`src/rtl/gws_pkg.sv`:
```
// Shared types and constants for the grid word search block.
`default_nettype none

package gws_pkg;

  // Request operation codes
  localparam logic [1:0] OP_GRID_WR = 2'd0;
  localparam logic [1:0] OP_PAT_WR  = 2'd1;
  localparam logic [1:0] OP_SEARCH  = 2'd2;

  // Sequencer program counter width
  localparam int PC_W   = 4;
  localparam int COND_W = 3;

  localparam int CFG_W = 5;

  typedef struct packed {
    logic [1:0] operation;
    logic [4:0] row;
    logic [4:0] column;
    logic [3:0] pattern_position;
    logic [7:0] character;
  } gws_in_t;

  typedef struct packed {
    logic       found;
    logic [2:0] direction;
    logic [4:0] start_row;
    logic [4:0] start_column;
    logic       last;
  } gws_out_t;

  // Control word: one per microcode step
  typedef struct packed {
    logic              take;
    logic              dispatch;
    logic              grid_wr;
    logic              pat_wr;
    logic              rd_start;
    logic              dir_clr;
    logic              line_init;
    logic              rd_step;
    logic              k_inc;
    logic              dir_inc;
    logic              act_hit;
    logic              act_end;
    logic [COND_W-1:0] cond;
    logic [PC_W-1:0]   tgt_t;
    logic [PC_W-1:0]   tgt_f;
  } gws_ctl_t;

  // Datapath status seen by the sequencer
  typedef struct packed {
    logic       in_valid;
    logic [1:0] op;
    logic       start_out;
    logic       ne;
    logic       k_done;
    logic       edge_hit;
    logic       dir_last;
    logic       hit_wait;
    logic       out_busy;
  } gws_stat_t;

endpackage

`default_nettype wire

```
`src/rtl/gws_seq.sv`:
```
// Microcode sequencer: program ROM, step counter and branch logic.
`default_nettype none

module gws_seq (
  input  wire logic             clk,
  input  wire logic             rst_n,
  input  wire gws_pkg::gws_stat_t stat,
  output gws_pkg::gws_ctl_t     ctl
);

  import gws_pkg::*;

  // Program steps
  localparam logic [PC_W-1:0] P_IDLE  = 4'd0;
  localparam logic [PC_W-1:0] P_WG    = 4'd1;
  localparam logic [PC_W-1:0] P_WP    = 4'd2;
  localparam logic [PC_W-1:0] P_START = 4'd3;
  localparam logic [PC_W-1:0] P_CMP0  = 4'd4;
  localparam logic [PC_W-1:0] P_LINE  = 4'd5;
  localparam logic [PC_W-1:0] P_STEP  = 4'd6;
  localparam logic [PC_W-1:0] P_LCMP  = 4'd7;
  localparam logic [PC_W-1:0] P_HIT   = 4'd8;
  localparam logic [PC_W-1:0] P_NEXT  = 4'd9;
  localparam logic [PC_W-1:0] P_END   = 4'd10;

  // Branch conditions
  localparam logic [COND_W-1:0] C_ALWAYS    = 3'd0;
  localparam logic [COND_W-1:0] C_START_OUT = 3'd1;
  localparam logic [COND_W-1:0] C_NE        = 3'd2;
  localparam logic [COND_W-1:0] C_K_DONE    = 3'd3;
  localparam logic [COND_W-1:0] C_EDGE      = 3'd4;
  localparam logic [COND_W-1:0] C_DIR_LAST  = 3'd5;
  localparam logic [COND_W-1:0] C_HIT_WAIT  = 3'd6;
  localparam logic [COND_W-1:0] C_OUT_BUSY  = 3'd7;

  function automatic gws_ctl_t rom(input logic [PC_W-1:0] a);
    gws_ctl_t w;
    w = '0;
    w.cond  = C_ALWAYS;
    w.tgt_t = P_IDLE;
    w.tgt_f = P_IDLE;
    case (a)
      P_IDLE: begin
        w.take     = 1'b1;
        w.dispatch = 1'b1;
      end
      P_WG: begin
        w.grid_wr = 1'b1;
      end
      P_WP: begin
        w.pat_wr = 1'b1;
      end
      P_START: begin
        w.rd_start  = 1'b1;
        w.dir_clr   = 1'b1;
        w.line_init = 1'b1;
        w.cond      = C_START_OUT;
        w.tgt_t     = P_END;
        w.tgt_f     = P_CMP0;
      end
      P_CMP0: begin
        w.cond  = C_NE;
        w.tgt_t = P_END;
        w.tgt_f = P_LINE;
      end
      P_LINE: begin
        w.cond  = C_K_DONE;
        w.tgt_t = P_HIT;
        w.tgt_f = P_STEP;
      end
      P_STEP: begin
        w.rd_step = 1'b1;
        w.cond    = C_EDGE;
        w.tgt_t   = P_NEXT;
        w.tgt_f   = P_LCMP;
      end
      P_LCMP: begin
        w.k_inc = 1'b1;
        w.cond  = C_NE;
        w.tgt_t = P_NEXT;
        w.tgt_f = P_LINE;
      end
      P_HIT: begin
        w.act_hit = 1'b1;
        w.cond    = C_HIT_WAIT;
        w.tgt_t   = P_HIT;
        w.tgt_f   = P_NEXT;
      end
      P_NEXT: begin
        w.dir_inc   = 1'b1;
        w.line_init = 1'b1;
        w.cond      = C_DIR_LAST;
        w.tgt_t     = P_END;
        w.tgt_f     = P_LINE;
      end
      P_END: begin
        w.act_end = 1'b1;
        w.cond    = C_OUT_BUSY;
        w.tgt_t   = P_END;
        w.tgt_f   = P_IDLE;
      end
      default: begin
        w.cond = C_ALWAYS;
      end
    endcase
    return w;
  endfunction

  logic [PC_W-1:0] pc_r;
  logic [PC_W-1:0] pc_nxt;
  logic            cond_true;
  logic [PC_W-1:0] disp_pc;

  assign ctl = rom(pc_r);

  always_comb begin
    case (ctl.cond)
      C_ALWAYS:    cond_true = 1'b1;
      C_START_OUT: cond_true = stat.start_out;
      C_NE:        cond_true = stat.ne;
      C_K_DONE:    cond_true = stat.k_done;
      C_EDGE:      cond_true = stat.edge_hit;
      C_DIR_LAST:  cond_true = stat.dir_last;
      C_HIT_WAIT:  cond_true = stat.hit_wait;
      C_OUT_BUSY:  cond_true = stat.out_busy;
      default:     cond_true = 1'b1;
    endcase
  end

  always_comb begin
    case (stat.op)
      OP_GRID_WR: disp_pc = P_WG;
      OP_PAT_WR:  disp_pc = P_WP;
      OP_SEARCH:  disp_pc = P_START;
      default:    disp_pc = P_IDLE;
    endcase
  end

  always_comb begin
    if (ctl.dispatch) begin
      pc_nxt = stat.in_valid ? disp_pc : pc_r;
    end else begin
      pc_nxt = cond_true ? ctl.tgt_t : ctl.tgt_f;
    end
  end

  always_ff @(posedge clk) begin
    if (!rst_n) begin
      pc_r <= P_IDLE;
    end else begin
      pc_r <= pc_nxt;
    end
  end

endmodule

`default_nettype wire

```
`config.mk`:
```
export PLATFORM = sky130hd
export DESIGN_NAME = gws_seq
export DESIGN_NICKNAME = d
export VERILOG_FILES = /design/src/rtl/gws_pkg.sv /design/src/rtl/gws_seq.sv
export SDC_FILE = /design/constraint.sdc
export NUM_CORES = 1
export LEC_CHECK = 0
export CORE_UTILIZATION = 39
export DETAILED_ROUTE_END_ITERATION = 12
export DONT_BUFFER_PORTS = 1
export PLACE_DENSITY = 0.55
export SLEW_MARGIN = 20
export SYNTH_ARGS = -nofsm -noshare
export SYNTH_HDL_FRONTEND = slang
export SYNTH_SLANG_ARGS = --single-unit
```
`constraint.sdc`:
```
create_clock -name clk -period 1.4 [get_ports clk]
set_input_delay 0.07 -clock clk [delete_from_list [all_inputs] [get_ports clk]]
set_output_delay 0.07 -clock clk [all_outputs]
set_load 0.01 [all_outputs]
```
==> summary.txt <==
H-tree depth - 1
slowest CP cell - dfxtp_4
Seq/Total Area, Yosys - 11.45%
Worst-path clk slew - 0.04 ns
maxcap violations - 0
number of diodes - 0
Final Hold Viols - 0
CP bufs+invs - 0
global-route wire length before repair - 3.077 mm
Synth Instances - 90
Final Skew - 0.001148 ns
final slew viol count - 0
Via density - 5.595
met2 Use GR - 35.00%
row count - 14
drt wl/cell - 16.45 um
DRC - 0
routed wire length - 2.435 mm
DP Wirelength - 1.465 mm
CP top delay family - compound AO/OA/AOI/OAI gates
Post-synth EDFFs - 0
pwr dens - 457.0 nW/um^2
Final Net Count - 141
Top Usage Layer GRT - met2
Initial Util - 43.88%
Reg2Reg Setup Slack - -0.19 ns
final setup vio count - 18
Max Buffers Root-to-Sink - 2
vias in the first global route - 712
top cells by area, synth - dfxtp_1 (11%), buf_4 (6.4%), nand2b_1 (6.3%)
Sw Pwr - 0.2190 mW
Clock power frac - 24.9%
routability-driven placement congestion ratio - 0.8462
Largest register FFs - 4
worst-skew pair later-pin latency - 0.24 ns
Crit path required time - 1.52 ns
Hold Crit Class - primary input to register
initial antenna violation count - 0
Core ar. - 1594 um^2
Biggest register - pc_r
synth unique cells - 34
PnR worst setup slack - -0.1904 ns
critical path cell sequence - nand3b_1 -> a211oi_4 -> nor3_4 -> and3_1 -> o31a_1
die area - 1967 um^2
Setup crit end kind - register
Async S/R FF share, synth - 0%
Worst EP arrival - 1.71 ns
vias after detailed routing - 828
leakage - 0.5002 nW
cell taking the most area after synthesis - dfxtp_1
internal power - 0.3700 mW
fin crit share - 113.6%
share of the synthesized area in the top cell type - 11.45%
PortBufs - 0
Fin Setup TNS - -1.211 ns
status - complete, but fails checks
Seq pwr share - 21.9%
crit-path max FO - 5
io pins - 35
Layout area overhead - 84.26%
Root Buffer - clkbuf_4
Net Count, Synth - 105
Mapped Area - 699.4 um^2
largest net degree at the start of global routing - 11
sw frac - 37.18%
mean area per synthesized cell - 7.771 um^2
Final ANT Viol Nets - 0
Crit Path Category - register to register
GR Util met3 - 4.082%
Total GRT Usage - 21.83%
clock sinks - 4
Starting DRT DRC Count - 23
Synth Warn # - 0
grt ovf - 0
Die Width - 44.35 um
share of layout cells above drive strength 1 - 70.97%
unrepaired setup endpoints after global routing - true
Placement Setup Slack - -0.1397 ns
Largest regs - pc_r: 4 flops
fin crit period - 1.590 ns
Max Clk Rate - 0.6288 GHz
worst hold slack - 0.06646 ns
failing checks - negative setup slack
Comb power frac - 53.2%
met1 usage - 27.83%
Synth Flop Type - dfxtp_1
VDD IR max - 0.3595 mV
TritonCTS buffer count - 3
CTS tree - yes
CP max stage delay - 0.35 ns
DRT Pass-1 Iters - 4
number of synthesized register bits - 4
startpoint types - register
die span in y - 44.35 um
[through the flow]
step,instances,utilization [%],total power [mW],area (um^2)
global placement,138,58.24,0.3436,928.4
global route,148,80.85,0.6172,1289
floorplan,90,-,0.2728,718.2
finish,148,80.85,0.5890,1289
CTS,146,70.72,0.5349,1127
detailed placement,138,58.24,0.3462,928.4
[layer usage]
layer | up-vias | share of wire, %
met3 | 11 | 8.5
met5 | - | 0
li1 | 392 | -
met1 | 370 | 39
met4 | 0 | 3.1
met2 | 55 | 49
[worst paths after layout]
check,startpoint,endpoint,cells past startpoint
hold / removal,stat[9],pc_r[0],2
setup / recovery,pc_r[1],pc_r[1],5
setup reg to reg,pc_r[1],pc_r[1],5
hold reg to reg,pc_r[3],pc_r[2],2
[layout by cell type (no fill, tap or decap), types with 2 or more instances in the layout]
cell type  instances
a211oi_1           2
a21oi_2            4
a21oi_4            3
and3_1             2
buf_12             3
buf_4             27
buf_6             10
clkbuf_4           3
dfxtp_4            4
ha_1               3
inv_1              4
nand2_1            2
nand2b_1           3
nand2b_4           5
nand3_1            2
nand3b_1           4
nor2_1             2
nor2_2             4
nor3_2             4
nor3_4             3
o22ai_2            2
o31a_1             3
[power groups by stage]
stage	Clock [mW]	Combinational, mW	Sequential, mW
floorplan	0	0.143	0.130
global placement	0	0.210	0.134
detailed placement	0	0.211	0.135
CTS	0.152	0.255	0.129
global route	0.156	0.330	0.130
finish	0.147	0.313	0.129
[logic make-up after synthesis]
| kind of cell | Yosys count | synth area share, % |
|---|---|---|
| and+or+nand+nor | 38 | 32.02 |
| AOI/OAI and AO/OA | 26 | 30.23 |
| buffers and inverters | 15 | 14.67 |
| DFF | 4 | 11.45 |
| adders and majority gates | 3 | 5.367 |
| xor gates and xnor gates | 2 | 2.505 |
| other | 1 | 0.5362 |
| muxes | 1 | 3.220 |
[area by class of cell]
cell class,instances,area [um^2]
multi-input combinational,71,737.0
timing repair buffer,41,385.4
fill,107,305.3
sequential,4,95.09
tap,24,30.03
clock buffer,3,22.52
inverter,5,18.77
[what timing repair did]
action	CTS	global route
pin swaps	7	6
gates resized for setup	31	27
setup endpoints to repair	24	26
hold buffers	1	0
hold endpoints to repair	4	0
buffers inserted	4	2
[synth_stat cells (all sizes together) (3+ instances only)]
cell    number
a211oi       4
inv          5
buf         10
dfxtp        4
nand3b       4
nor2         7
and3         3
o31a         3
nor3         8
ha           3
a21oi        7
nand2        4
o21ai        3
nand2b       8
Note: power is estimated with default switching activity, not from simulation.
