--- src/rtl/gws_ram.sv ---
// Generic RAM: one write port, one read port with registered read data.
`default_nettype none

module gws_ram #(
  parameter int WIDTH = 8,
  parameter int DEPTH = 16
) (
  input  wire logic                                  clk,
  input  wire logic                                  wr_en,
  input  wire logic [(DEPTH > 1 ? $clog2(DEPTH) : 1)-1:0] wr_addr,
  input  wire logic [WIDTH-1:0]                      wr_data,
  input  wire logic [(DEPTH > 1 ? $clog2(DEPTH) : 1)-1:0] rd_addr,
  output logic      [WIDTH-1:0]                      rd_data
);

  logic [WIDTH-1:0] mem [DEPTH];

  always_ff @(posedge clk) begin
    if (wr_en) begin
      mem[wr_addr] <= wr_data;
    end
    rd_data <= mem[rd_addr];
  end

endmodule

`default_nettype wire

--- config.mk ---
export PLATFORM = sky130hd
export DESIGN_NAME = gws_ram
export DESIGN_NICKNAME = d
export VERILOG_FILES = /design/src/rtl/gws_ram.sv
export SDC_FILE = /design/constraint.sdc
export NUM_CORES = 1
export LEC_CHECK = 0
export ABC_AREA = 1
export BUFFER_PORTS_ARGS = -buffer_cell sky130_fd_sc_hd__buf_4
export CORE_UTILIZATION = 55
export DETAILED_ROUTE_END_ITERATION = 6
export PLACE_DENSITY_LB_ADDON = 0.1
export SETUP_SLACK_MARGIN = 0.4
export SYNTH_ARGS = -nofsm -noshare
export SYNTH_HDL_FRONTEND = slang
export SYNTH_SLANG_ARGS = --single-unit
--- constraint.sdc ---
create_clock -name clk -period 2.05 [get_ports clk]
set_input_delay 0 -clock clk [delete_from_list [all_inputs] [get_ports clk]]
set_output_delay 0 -clock clk [all_outputs]
set_load 0.01 [all_outputs]
==> results.ini, run 1 <==
[sta]
finalHoldViolCount = 0
slew_headroom_pct = 40.3
skew_ns = 0.00477
setup_tns_ns = 0
grt_setup_unrepaired = false
setup_viol = 0
fmax_ghz = 0.657
worst_pin_slew_ns = 0.892
finalWorstSetupSlack_ns = 0.527
finalCriticalPeriod_ns = 1.52
finalCritPeriodShare_pct = 74.3
final_max_slew_viol_count = 0

[global_routing]
gr-total-overflow = 0
grt_max_degree = 36
grt_pass1_wl_mm = 19.7
antenna_found_initial = 0
grt_pass1_vias = 3682
track_usage_pct = 25.1

[clock_tree]
htreeDepth = 4
clock_latency_ns = 0.51
cts_buffers = 17
cts_tree = built
cts-root-buf = clkbuf_8
clk_pin_slew_ns = 0.06
clock_path_buffers = 2
cts.sinks = 136

[routing]
drc = 0
dr_total_vias = 3812
routedWlPerCell_um = 16.9
ant_nets = 0
totalWireLength_mm = 12.6
drt-pass1-iter-count = 5
drtIter0Drc = 265
vias_per_cell = 5.10

[worst_setup_path]
cp_data_required_time_ns = 2.27
critPathLaunchType = input pin
path_class = input pin to flip-flop
cp_max_fo = 7
crit_path_end_kind = flip-flop
crit_arrival_ns = 1.74

[power_and_ir_drop]
power_leakage_nw = 2.93
p_per_area_nw_per_um2 = 927
ir_worst_vdd_uv = 534

[synth]
synth_cell_types = 12
yosys_warnings = 0
ys_seq_area_share_pct = 69.4
synth_area_leader_cell = edfxtp_1
avgSynthCellArea_um2 = 10.5
syn_inst = 551
ys_top_cells_by_area = edfxtp_1, nand2_1, nand3_1
synth_fp_nets = 569
syn_area_um2 = 5770
synth-seq-cells = 136
synth_top_area_share_pct = 66.7

[cells_and_area]
antenna_cells = 0
finalNetCount = 617
syn_to_final_growth_pct = 17.4
drive_above_1_share_pct = 10.9

[floorplan]
dieArea_um2 = 10900
fp.coreArea_um2 = 10200
rows = 37
ios = 26
die_w_um = 104
die_h_um = 104
initial_core_util_pct = 56.4

[placement]
pre_cts_ws_ns = 0.566
gp_congestion = 0.835
port_buffers = 25
dp_hpwl_mm = 7.78

[run_status]
status = finished clean

[min_path]
min_path_type = input pin to flip-flop

[flow_run]
drv_cap = 0

## where the power goes
part | total (mW) | switching, mW | internal (mW)
clock | 2.72 | 1.03 | 1.69
sequential | 3.13 | 0.0203 | 3.11
combinational | 0.421 | 0.272 | 0.149
## metal layers
metal | vias up | wire [µm] | GRT usage (%)
met5 | - | 0 | 0
met4 | 0 | 247 | 10.6
met3 | 22 | 634 | 5.14
met2 | 113 | 6360 | 41.2
met1 | 1804 | 5370 | 32.6
li1 | 1873 | - | -
## cells in the final DEF (no fill, tap or decap)
cell type      instances
buf_12                 2
buf_4                 36
bufinv_16              2
clkbuf_1               2
clkbuf_16             16
clkbuf_8               1
clkinv_1               5
clkinv_2               5
clkinvlp_4             2
dfxtp_1                8
dlygate4sd3_1         15
edfxtp_1             128
inv_1                 99
inv_2                  2
nand2_1              173
nand3_1               97
nand3b_1               2
nor2_1                16
nor2_2                 1
## through the flow
step / util [%] / power, mW / hold slack, ns / instances / instance area, µm²
CTS: 65.8 / 6.31 / 0.0756 / 746 / 6740
global placement: 59.2 / 3.57 / 0.318 / 699 / 6050
global route: 66.2 / 6.48 / 0.147 / 748 / 6770
detailed placement: 59.2 / 3.58 / 0.317 / 699 / 6050
floorplan: - / 3.41 / 0.0989 / 551 / 5770
finish: 66.2 / 6.27 / 0.107 / 748 / 6770
## kinds of logic after synthesis
logic type             count (synthesis)  share of synthesized area [%]
buffers and inverters                126                           9.52
and+or+nand+nor                      289                           21.0
DFF                                  136                           69.4
## timing repair
action,4_1_cts,5_1_grt
hold buffers,15,0
resized for setup,0,2
endpoints found under the setup margin,0,8
setup buffers,0,2
endpoints found under the hold margin,137,0
## sequential cells by signal, indices dropped and copies added (netlist names)
register	cells
mem	128
rd_data	8
## area by class of cell
type                       instances  area (µm²)
clock buffer                      19         422
timing repair buffer              53         460
sequential                       136        4000
clock inverter                    13         111
tap                              136         170
inverter                         102         387
fill                             788        3460
multi-input combinational        289        1220
## cell usage after synthesis
master / n
nand3b_1: 2
edfxtp_1: 128
nor2_1: 17
dfxtp_1: 8
buf_6: 6
buf_1: 1
inv_2: 2
nand2_1: 173
nand3_1: 97
inv_1: 100
buf_2: 13
buf_4: 4
## worst max-delay path: stages
cell,delay (ns)
dlygate4sd3_1,0.53
buf_4,0.14
nor2_1,0.08
nand2_1,0.10
dlygate4sd3_1,0.58
nor2_2,0.12
buf_4,0.19
## final timing paths
check                           startpoint          to  slack [ns]  depth (start not counted)
worst max-delay path            wr_addr[3]   mem[1][6]        0.53                          7
worst min-delay path                 wr_en   mem[2][0]        0.11                          4
worst max register to register  mem[15][5]  rd_data[5]        0.62                          7
worst min register to register   mem[2][1]  rd_data[1]        0.67                          6
No activity file was read; power rests on OpenSTA's default activity.
==> inputs of run 2 (changes only) <==
--- a/config.mk
+++ b/config.mk
@@ -5,9 +5,9 @@
 export SDC_FILE = /design/constraint.sdc
 export NUM_CORES = 1
 export LEC_CHECK = 0
-export ABC_AREA = 1
+export ABC_AREA = 0
 export BUFFER_PORTS_ARGS = -buffer_cell sky130_fd_sc_hd__buf_4
-export CORE_UTILIZATION = 55
+export CORE_UTILIZATION = 54
 export DETAILED_ROUTE_END_ITERATION = 6
 export PLACE_DENSITY_LB_ADDON = 0.1
 export SETUP_SLACK_MARGIN = 0.4
==> constraint.sdc (replaced) <==
create_clock -name clk -period 1.3 [get_ports clk]
set_input_delay 0 -clock clk [delete_from_list [all_inputs] [get_ports clk]]
set_output_delay 0 -clock clk [all_outputs]
set_load 0.01 [all_outputs]
==> run 2 against run 1 <==
Cell count decreased by 43%. Die area decreased by 8.9%. Sequential share of layout area up 3.0 points. Area after synthesis decreased by 11%. Clock-buffer cell count is the same. Sequential power increased by 58%. Synthesized cell count decreased by 58%. Register-to-register slack got worse by 0.57 ns. Largest cell class unchanged. Highest routed layer unchanged.
==> results.ini, run 2 <==
[run_status]
status = finished clean

[min_path]
whs_endpoint = mem[8][4]
hold_path_depth = 3
min-delay-start = wr_addr[1]
min_path_type = input pin to flip-flop

[worst_setup_path]
cp_max_fo = 1
r2r-end = rd_data[4]
slowest_stage = mux4_2
crit_path_end_kind = flip-flop
crit_cells = 3
path_buf_inv = 0
path_class = flip-flop to flip-flop
crit_family = multiplexers
cp_data_required_time_ns = 1.71
worst-r2r-setup-slack_ns = 0.05
crit_chain = mux4_2, a22oi_2, nand2_1
rr_startpoint = mem[7][4]
rr_worst_depth = 3
critPathLaunchType = flip-flop
crit_arrival_ns = 1.66
cpPeakStageDelay_ns = 0.51

[synth]
yosys_warnings = 0
synth_cell_types = 19
synth-seq-cells = 136
async_flop_share_pct = 0
synth_edf_count = 128
synth_top_area_share_pct = 74.7
synth_area_leader_cell = edfxtp_1
ys.flop_type = edfxtp_1
synthAdderAreaFrac_pct = 0
synth_most_common_cell = edfxtp_1
synthSimpleGateAreaFrac_pct = 3.18
ys_top_cells_by_area = edfxtp_1, mux4_2, mux4_1
muxShareOfSynthArea_pct = 15.0
avgSynthCellArea_um2 = 22.5
synth_top_family_by_area = multiplexers
syn_area_um2 = 5150
synth_xor_area_share_pct = 0
syn_inst = 229
synthTopCellsByCount = edfxtp_1, mux4_2, a22oi_1, mux4_1, nor2_1
ys_seq_area_share_pct = 77.8
synth-compound-area-share_pct = 2.33
synth_fp_nets = 247

[sta]
slew_headroom_pct = 45.1
fmax_ghz = 0.800
setup_tns_ns = 0
hold_ws_ns = 0.00264
final_max_slew_viol_count = 0
grt_setup_unrepaired = true
setup_viol = 0
finalCritPeriodShare_pct = 96.2
finalCriticalPeriod_ns = 1.25
finalHoldViolCount = 0
skew_ns = 0.00991
worst_pin_slew_ns = 0.823

[power_and_ir_drop]
intPower_mw = 8.11
ir_worst_vdd_uv = 852
p_per_area_nw_per_um2 = 1580
power_frac_comb_pct = 5.8
power_frac_seq_pct = 48.5
total_power_mw = 10.2
pwr-share-clk_pct = 45.6
power_leakage_nw = 2.12
p_switching_mw = 2.07
swShare_pct = 20.3

[floorplan]
die_w_um = 99.6
fp.coreArea_um2 = 9240
dieArea_um2 = 9930
rows = 35
ios = 26
initial_core_util_pct = 55.7
die_h_um = 99.6

[routing]
wl_met1_mm = 3.99
dr_total_vias = 2386
drtIter0Drc = 162
wl_met3_um = 473
totalWireLength_mm = 9.21
routedWlPerCell_um = 21.4
ant_nets = 0
vias_per_cell = 5.55
drc = 0
route.met2.wl_mm = 4.64
highest_layer = met4
drt-pass1-iter-count = 5

[global_routing]
antenna_found_initial = 0
grt_pass1_wl_mm = 14.4
track_usage_pct = 21.5
gr-total-overflow = 0
grt_pass1_vias = 2526
grt_max_degree = 19

[cells_and_area]
largest_reg_flops = 128
finalInstanceArea_um2 = 6460
syn_to_final_growth_pct = 25.5
layout_commonest_cell = edfxtp_1
drive_above_1_share_pct = 44.2
seq_area_um2 = 4010
antenna_cells = 0
regMostFlops = mem
fillers = 568
finalNetCount = 307
reg.largest.list = mem (128), rd_data (8)
final_cell_mix = edfxtp_1, mux4_2, buf_4, clkbuf_16, buf_12
multiInputGateArea_um2 = 1140
layout.cells.non_filler = 430

[clock_tree]
cts.sinks = 136
postCtsHoldBufs = 9
cts-root-buf = clkbuf_8
htreeDepth = 4
clock_latency_ns = 0.53
clk_pin_slew_ns = 0.06
cts_tree = built
cts_buffers = 17
clock_path_buffers = 2

[placement]
dpl-instance-area_um2 = 5720
dp_hpwl_mm = 5.88
port_buffers = 25
place_inst = 390
gp_congestion = 0.695

[flow_run]
drv_cap = 0

==> run 2: cell type report <==
cell class	instances	share of cell area, %
Clock buffer	19	6.53
Clock inverter	12	2.36
Multi-Input combinational cell	83	17.6
Sequential cell	136	62.1
Tap cell	129	2.50
Timing Repair Buffer	51	8.87
==> run 2: worst reg2reg max path, stage by stage (launching register included) <==
cell and delay [ns]:
edfxtp_1 0.35, mux4_2 0.51, a22oi_2 0.21, nand2_1 0.07
==> run 2: kinds of logic (layout without fill, tap and decap cells) <==
kind of cell	count (synthesis)	after routing
buf+inv	10	82
flops	136	136
mux	32	32
simple gates	35	35
compound gates	16	16
==> run 2: per-layer routing <==
layer / vias up / GRT usage (%)
met5: - / 0
met4: 0 / 8.60
met3: 10 / 7.17
met2: 66 / 32.6
met1: 1226 / 29.2
li1: 1084 / -
==> run 2: how the worst max path moves through the flow <==
stage | endpoint | startpoint
global route | rd_data[5] | mem[2][5]
finish | rd_data[4] | mem[7][4]
global placement | rd_data[5] | rd_addr[0]
detailed placement | rd_data[5] | rd_addr[0]
CTS | rd_data[5] | mem[0][5]
floorplan | rd_data[0] | mem[3][0]
==> run 2: per-stage QoR <==
stage	util (%)	setup WS, ns
2_1_floorplan	-	0.173
3_3_place_gp	61.9	-0.0772
3_5_place_dp	61.9	-0.0531
4_1_cts	69.8	0.0293
5_1_grt	69.9	-0.0100
6_report	69.9	0.0498
==> run 2: what timing repair did <==
action	4_1_cts	5_1_grt
setup buffers	0	0
pin swaps	0	4
endpoints found under the setup margin	16	16
cloned	0	0
gates resized for setup	20	2
hold endpoints to repair	136	16
==> run 2: power by group through the flow <==
stage | logic [mW] | registers, mW | clock network (mW)
finish | 0.595 | 4.94 | 4.65
global route | 0.644 | 4.95 | 4.88
CTS | 0.605 | 4.94 | 4.70
detailed placement | 0.553 | 5.02 | 0
global placement | 0.542 | 5.02 | 0
floorplan | 0.276 | 5.03 | 0
==> inputs of run 3 (changes only) <==
--- a/config.mk
+++ b/config.mk
@@ -7,7 +7,7 @@
 export LEC_CHECK = 0
 export ABC_AREA = 0
 export BUFFER_PORTS_ARGS = -buffer_cell sky130_fd_sc_hd__buf_4
-export CORE_UTILIZATION = 54
+export CORE_UTILIZATION = 55
 export DETAILED_ROUTE_END_ITERATION = 6
 export PLACE_DENSITY_LB_ADDON = 0.1
 export SETUP_SLACK_MARGIN = 0.4
==> constraint.sdc (replaced) <==
create_clock -name clk -period 1.25 [get_ports clk]
set_input_delay 0 -clock clk [delete_from_list [all_inputs] [get_ports clk]]
set_output_delay 0 -clock clk [all_outputs]
set_load 0.01 [all_outputs]
==> run 3 against run 2 <==
Worst setup slack got worse by 0.093 ns. Non-clock buffer count increased by 12. Total power grew 4.4%. The flow now finishes with violations (hold timing, setup timing). Sequential power is 4% higher. Sequential cell count did not move. Worst hold slack lost 0.019 ns. Final area increased by 2.2%.
==> results.ini, run 3 (synthesized netlist as in run 2, its figures left out) <==
[sta]
setup_viol = 2
hold_ws_ns = -0.0165
fmax_ghz = 0.773
skew_ns = 0.0133
finalCritPeriodShare_pct = 103
finalHoldViolCount = 16
worst_pin_slew_ns = 0.964
slew_headroom_pct = 35.5
finalWorstSetupSlack_ns = -0.0430
finalCriticalPeriod_ns = 1.29
grt_setup_unrepaired = true
setup_tns_ns = -0.0724
final_max_slew_viol_count = 0

[clock_tree]
cts-root-buf = clkbuf_8
cts_buffers = 17
postCtsHoldBufs = 8
cts_tree = built
clk_pin_slew_ns = 0.06
clock_latency_ns = 0.52
htreeDepth = 4
clock_path_buffers = 2
cts.sinks = 136

[power_and_ir_drop]
ir_worst_vdd_uv = 1000
p_per_area_nw_per_um2 = 1610
power_frac_seq_pct = 48.4
power_frac_comb_pct = 6.1
intPower_mw = 8.53
total_power_mw = 10.6
p_switching_mw = 2.10
swShare_pct = 19.8
pwr-share-clk_pct = 45.5
power_leakage_nw = 2.20

[routing]
drt-pass1-iter-count = 4
drtIter0Drc = 169
ant_nets = 0
vias_per_cell = 5.90
drc = 0
totalWireLength_mm = 9.59
routedWlPerCell_um = 22.7
dr_total_vias = 2489

[global_routing]
grt_pass1_wl_mm = 15.1
grt_max_degree = 17
track_usage_pct = 22.8
gr-total-overflow = 0
grt_pass1_vias = 2590
antenna_found_initial = 0

[worst_setup_path]
worst-r2r-setup-slack_ns = -0.04
critPathLaunchType = flip-flop
crit_start = mem[8][7]
rr_worst_depth = 3
cp_max_fo = 1
crit_arrival_ns = 1.69
cp_data_required_time_ns = 1.65
crit_path_end_kind = flip-flop
r2r-end = rd_data[7]
crit_path_end = rd_data[7]
path_class = flip-flop to flip-flop
rr_startpoint = mem[8][7]

[flow_run]
drv_cap = 0

[run_status]
failed_checks = hold timing, setup timing
status = finished, violations left

[cells_and_area]
largest_reg_flops = 128
reg.largest.list = mem (128), rd_data (8)
antenna_cells = 0
syn_to_final_growth_pct = 28.3
drive_above_1_share_pct = 47.5
finalInstanceArea_um2 = 6600
layout_commonest_cell = edfxtp_1
final_cell_mix = edfxtp_1, buf_4, mux4_2, clkbuf_16, buf_12
regMostFlops = mem
finalNetCount = 319

[floorplan]
die_h_um = 98.7
ios = 26
dieArea_um2 = 9750
fp.coreArea_um2 = 8890
die_w_um = 98.7
initial_core_util_pct = 57.9
rows = 34

[placement]
port_buffers = 25
dpl-instance-area_um2 = 5860
gp_congestion = 0.739
dp_hpwl_mm = 6.32

[min_path]
min_path_type = input pin to flip-flop

run 3: how the worst min path moves through the flow:
stage,cells past startpoint,end,slack (ns),from
3_5_place_dp,1,mem[2][6],0.32,wr_data[6]
4_1_cts,3,mem[8][7],-0.02,wr_addr[0]
2_1_floorplan,0,mem[0][0],0.1,wr_data[0]
3_3_place_gp,1,mem[6][2],0.31,wr_data[2]
6_report,3,mem[8][7],-0.02,wr_addr[0]
5_1_grt,3,mem[12][0],-0.02,wr_addr[0]
run 3: metrics by stage:
step / util (%) / std cells / setup slack (ns) / hold WS, ns
after floorplan: - / 229 / 0.123 / 0.0989
after global placement: 65.9 / 382 / -0.134 / 0.312
after detailed placement: 65.9 / 382 / -0.143 / 0.316
after CTS: 73.9 / 422 / -0.0727 / -0.0243
after global routing: 74.3 / 422 / -0.104 / -0.0196
final: 74.3 / 422 / -0.0430 / -0.0165
run 3: final cells by class:
type                    count  area, µm²
fillers                   504       2290
multi-input cells          83       1170
clock buffers              21        439
flip-flops and latches    136       4020
well taps                 108        135
clock inverters            11        149
repair buffers             63        694
run 3: repair_timing:
action / 4_1_cts / 5_1_grt
gates resized for setup: 14 / 9
endpoints found under the setup margin: 16 / 16
hold endpoints to repair: 144 / 16
buffers inserted: 0 / 0
run 3: worst max-delay path: stages (launching register included):
cell,delay (ns)
edfxtp_1,0.39
mux4_2,0.48
a22oi_2,0.20
nand2_2,0.09
run 3: power groups by stage:
| stage | Sequential, mW | Combinational [mW] | Clock [mW] |
|---|---|---|---|
| after floorplan | 5.23 | 0.293 | 0 |
| after global placement | 5.22 | 0.603 | 0 |
| after detailed placement | 5.23 | 0.611 | 0 |
| after CTS | 5.14 | 0.649 | 4.90 |
| after global routing | 5.15 | 0.701 | 5.12 |
| final | 5.14 | 0.654 | 4.84 |
run 3: routing by layer:
metal	track usage (%)	share of wire (%)	vias up
met5	0	0	-
met2	34.7	49	79
li1	-	-	1108
met1	32.3	43	1290
met3	6.03	6.5	12
met4	8.27	1.4	0
